--- src/sv/scpr_ram.sv ---
module scpr_ram #(
  parameter int WIDTH = 8,
  parameter int DEPTH = 16
) (
  input  logic                     clk,
  input  logic                     we,
  input  logic [$clog2(DEPTH)-1:0] waddr,
  input  logic [WIDTH-1:0]         wdata,
  input  logic [$clog2(DEPTH)-1:0] raddr,
  output logic [WIDTH-1:0]         rdata
);
  logic [WIDTH-1:0] mem [DEPTH];

  // One write port and one read port with registered read data.
  always_ff @(posedge clk) begin
    if (we) begin
      mem[waddr] <= wdata;
    end
    rdata <= mem[raddr];
  end
endmodule

--- config.mk ---
export PLATFORM = sky130hd
export DESIGN_NAME = scpr_ram
export DESIGN_NICKNAME = d
export VERILOG_FILES = /design/src/sv/scpr_ram.sv
export SDC_FILE = /design/constraint.sdc
export NUM_CORES = 1
export LEC_CHECK = 0
export BUFFER_PORTS_ARGS = -buffer_cell sky130_fd_sc_hd__buf_4
export CAP_MARGIN = 20
export CORE_ASPECT_RATIO = 1.25
export CORE_MARGIN = 3
export CORE_UTILIZATION = 40
export DETAILED_ROUTE_END_ITERATION = 8
export HOLD_SLACK_MARGIN = 0.05
export MAX_ROUTING_LAYER = met4
export PLACE_DENSITY = 0.6
export SYNTH_ARGS = -nofsm -noshare
export SYNTH_HDL_FRONTEND = slang
export SYNTH_SLANG_ARGS = --single-unit
--- constraint.sdc ---
create_clock -name clk -period 3.7 [get_ports clk]
set_input_delay 0.555 -clock clk [delete_from_list [all_inputs] [get_ports clk]]
set_output_delay 0.555 -clock clk [all_outputs]
set_load 0.05 [all_outputs]
# Yosys cells after proc, flatten, opt, wreduce, memory -nomap -nowiden
# Memory sizes are Yosys's and may differ from the RTL's. A register that Yosys moved wholly into a read port is not among the register bits.
# Index checks and enable logic that the tools add are counted.
[totals]
romBits = 0
out_inout_bits = 8
wordCells = 3
ramBits = 128
register_bits = 0
latchBits = 0
memories = 1
input_bits = 18
[op_classes]
n_shift = 0
magnitude_cmp = 0
div = 0
mul = 0
n_bitwise = 0
n_mux = 2
eq_ne = 0
reduce_logical = 0
addsub = 0
[mem_list]
columns = ["name", "depth", "width", "rd", "rd_ports_with_merged_regs", "wr", "line", "source"]
rows = [
  ["mem", 16, 8, 1, 1, 1, "12", "logic [WIDTH-1:0] mem [DEPTH];"],
]
[op_table]
columns = ["cell", "count"]
rows = [
  ["2-to-1 mux 1 bit", 2],
]

# Depth between registers and ports, before layout
[depth]
ltp_word = 2
mapped_depth = 5
ltp_nobuf = 3

# Least setup slack after synthesis
# No wires, ideal clock.
[synth_path]
kind = "input-to-reg"
from = "in waddr[2]"
to = "mem mem[0][0] (enable)"
arrival_time_ns = 1.665
cell_stages = 2
slack_ns = 1.652
path_buffers = 0
t_required_ns = 3.317
setup_time_ns = 0.383
path_cell_list = "or3b_2 -> nor3_1"
[synth_lines]
columns = ["item", "line", "source"]
rows = [
  ["start: declaration", "7", "input logic [$clog2(DEPTH)-1:0] waddr,"],
  ["end: declaration", "12", ""],
]
# No word-level cell before the write port.

# Worst setup path in the final report
[layout_path]
from = "in waddr[2]"
to = "mem mem[0][5] (enable)"
# No word-level cell before the write port.

==> out/summary.md <==
The run finished with clean final reports. In this run the tightest slew margin relative to its limit is 36.1%. Adding up every negative setup slack in the final design gives 0 ns. Overall power of the completed layout: 3.55 mW. The setup-violating endpoint count in the final report was 0.

Highest cell delay on the worst timing path: 0.53 ns. For the area after detailed placement, the log shows 5480 µm². Hold violation total from the final report: 0.

The launching element type of the critical path was an input pin. Power spread over the standard cell area amounts to 585 nW/µm². The die boundary height was 133 µm; the count of TritonRoute iterations in the first routing pass was 4.

Total congestion overflow after global routing: 0. Number of gates given a new drive strength after cts: 0. Dividing the synthesized area by the synthesized cell count gives 22.5 µm². In the final layout, the multi-input gates occupy 1060 µm². The logs give 6060 µm² for the final non-filler cell area and 0 for the total of hold buffers inserted after clock tree synthesis. The run gives 547 µm as the routed wire length on met3. The cell sitting at the root of the clock tree is a sky130_fd_sc_hd__clkbuf_16. The post-route fraction of the period consumed by the critical path came out at 51.2%. The logs give 411 for the count of placed standard cells including taps and 0 for the post-CTS repair timing setup buffer count. After clock tree synthesis, the clock-pin slew on the worst setup and hold paths is 0.06 ns. Start-to-end type of the worst setup path: input pin to flop. 26 I/O pins were placed. The tools report the number of warnings printed during yosys synthesis as 0.

The ratio of cells with drive above 1 in the final layout was 27.5%. The worst hold path belongs to the class input pin to flop. The finished layout holds 444 standard cells, fillers aside. After detailed routing, the number of remaining DRC violations is 0. The routed design could run at a clock period as short as 1.89 ns. The routed design uses 5150 µm of met2 wire. Top layer reached by signal wires: met4. The tools report the final-layout worst hold slack as 0.454 ns.

For this run, the total global-route usage over all layers was measured as 15.7%. Timing analysis after detailed placement gives a worst setup slack of 1.23 ns. At the end of the flow, the number of nets in the layout was 285. STA puts the critical path data required time at 3.81 ns. TritonCTS built the clock tree.

At the pin with the least slew margin, the transition time is 0.955 ns. The synthesized design contains 136 register bits. The layout has 1042 filler cells. The estimated wirelength of the detail-placed design is 6170 µm, and the static leakage power is 2.02 nW.

The number of buffer cells added on primary ports was 25; the die footprint was 14300 µm². Setup repair after global routing left no endpoint under its margin. After synthesis the cells add up to 5150 µm².

Counting every net in the synthesized netlist gives 247. Dividing the detail-routed wire length by the instance count gives 22.6 µm. The pin count of the biggest net entering global routing is 33, and the number of violations of the max-capacitance limit is 0.

The site row count was 45; the area taken by flip-flops and latches was 4000 µm². For this run, the register share of the synthesized area comes to 77.8%. Synthesis instantiated 19 different standard cells from the library. In this run the standard cell core region covers 12400 µm². Using the TritonRoute via totals, the vias-per-cell ratio works out to 5.32. The run gives 229 as the number of cells produced by synthesis.

The total vias in the final route came out at 2360. The kind of end point of the critical path is a flop. The longest clock path from root to sink contains 2 buffers. The floorplan step set the die width to 107 µm. Timing would allow up to 528 MHz.

The area growth from synthesis to layout is 17.7%. The first global-routing pass estimated 15100 µm of wire. For the peak ir drop on the vdd network, the log shows 329 µV.

The logs give 41.6% for the starting density of the core and 4160 µm for the met1 wire length. The H-tree was split into 4 levels. Traced cell by cell, the critical path runs through buf_4, or3b_2, nor3_1, clkbuf_2.

The worst-path cell with the longest stage delay was sky130_fd_sc_hd__nor3_1. Along the worst path, the maximum fanout reaches 5. Clock tree synthesis found a total of 136 sinks.

At the end of the flow the core is filled with cells to 48.9%. For the detailed router's first-iteration violation count, the log shows 197. Final worst slack: 1.81 ns. The final-report max-slew violation count was 0. Clock skew on the completed layout was measured at 0.00926 ns.

The logs give 17 for the total CTS buffers and 0 for the initial antenna violation count. The diode insertion count for antenna repair was 0. Clock latency on the worst-skew pair, taken at its later pin, is 0.41 ns. The logs give 2431 for the via count of the first global-routing pass and 0 for the post-route antenna net violation count. The final weighted congestion in routability-driven placement came out at 0.740. STA puts the critical path data arrival time at 2.00 ns.

For this block, the routed nets add up to 10000 µm of wire.
==> metal layers <==
metal,GRT usage (%),vias to the layer above
met2,24.6,89
met4,6.04,0
met1,19.5,1209
li1,-,1048
met3,4.44,14
met5,-,-
==> state kept, by name (all words and copies together) (netlist names) <==
signal and count:
rdata 8, mem 128
==> critical path, delay by kind of cell <==
kind,cells,cell delay [ns]
buf+inv,2,0.41
simple gates,2,1.04
==> power by group <==
group	internal, mW	switching (mW)
clock	1.04	0.576
sequential	1.72	0.0112
combinational	0.0731	0.124
total	2.84	0.711
==> worst paths after layout <==
path | cells after the start | slack, ns | to | startpoint
hold reg to reg | 3 | 0.66 | rdata[2]$_DFF_P_ | mem[13][2]$_DFFE_PP_
setup / recovery | 4 | 1.81 | mem[0][5]$_DFFE_PP_ | waddr[2]
hold / removal | 1 | 0.45 | mem[4][3]$_DFFE_PP_ | wdata[3]
setup reg to reg | 3 | 2.31 | rdata[0]$_DFF_P_ | mem[9][0]$_DFFE_PP_
==> cell families (layout without fill, tap and decap cells) <==
| family | after synthesis | count (layout) | synth area share (%) |
|---|---|---|---|
| flops | 136 | 136 | 77.8 |
| simple gates | 35 | 35 | 3.18 |
| mux | 32 | 32 | 15.0 |
| compound gates | 16 | 16 | 2.33 |
| buf+inv | 10 | 61 | 1.68 |
==> synthesized netlist by cell type <==
library cell                      number  area [µm²]
sky130_fd_sc_hd__edfxtp_1            128        3840
sky130_fd_sc_hd__mux4_2               18         405
sky130_fd_sc_hd__a22oi_1              16         120
sky130_fd_sc_hd__mux4_1               14         368
sky130_fd_sc_hd__nor2_1               13        48.8
sky130_fd_sc_hd__nand2_1               9        33.8
sky130_fd_sc_hd__dfxtp_1               8         160
sky130_fd_sc_hd__nor3_1                4        20.0
sky130_fd_sc_hd__buf_2                 3        15.0
sky130_fd_sc_hd__buf_6                 3        33.8
sky130_fd_sc_hd__clkdlybuf4s25_2       3        30.0
sky130_fd_sc_hd__nand2b_1              2        12.5
sky130_fd_sc_hd__nand3b_1              2        15.0
sky130_fd_sc_hd__and2_1                1        6.26
sky130_fd_sc_hd__and2b_1               1        7.51
sky130_fd_sc_hd__buf_4                 1        7.51
sky130_fd_sc_hd__nand3_1               1        5.00
sky130_fd_sc_hd__nor2b_1               1        6.26
sky130_fd_sc_hd__or3b_2                1        8.76
==> area by class of cell <==
cell class	count	area share [%]
clock buffers	23	7.89
repair buffers	29	3.55
flip-flops and latches	136	66.1
well taps	164	3.39
clock inverters	9	1.65
multi-input cells	83	17.4
==> layout by cell type, fill, tap and decap left out <==
cell type / instances
sky130_fd_sc_hd__a22oi_1: 16
sky130_fd_sc_hd__clkbuf_2: 1
sky130_fd_sc_hd__mux4_2: 18
sky130_fd_sc_hd__nor2_1: 13
sky130_fd_sc_hd__mux4_1: 14
sky130_fd_sc_hd__or3b_2: 1
sky130_fd_sc_hd__nand2_1: 9
sky130_fd_sc_hd__nand2b_1: 2
sky130_fd_sc_hd__clkbuf_1: 3
sky130_fd_sc_hd__edfxtp_1: 128
sky130_fd_sc_hd__clkinv_2: 5
sky130_fd_sc_hd__and2b_1: 1
sky130_fd_sc_hd__bufinv_16: 2
sky130_fd_sc_hd__nand3_1: 1
sky130_fd_sc_hd__dfxtp_1: 8
sky130_fd_sc_hd__nor2b_1: 1
sky130_fd_sc_hd__clkbuf_8: 3
sky130_fd_sc_hd__nor3_1: 4
sky130_fd_sc_hd__buf_4: 28
sky130_fd_sc_hd__clkinvlp_4: 2
sky130_fd_sc_hd__nand3b_1: 2
sky130_fd_sc_hd__clkbuf_16: 17
sky130_fd_sc_hd__and2_1: 1
No activity file was read; power rests on OpenSTA's default activity.
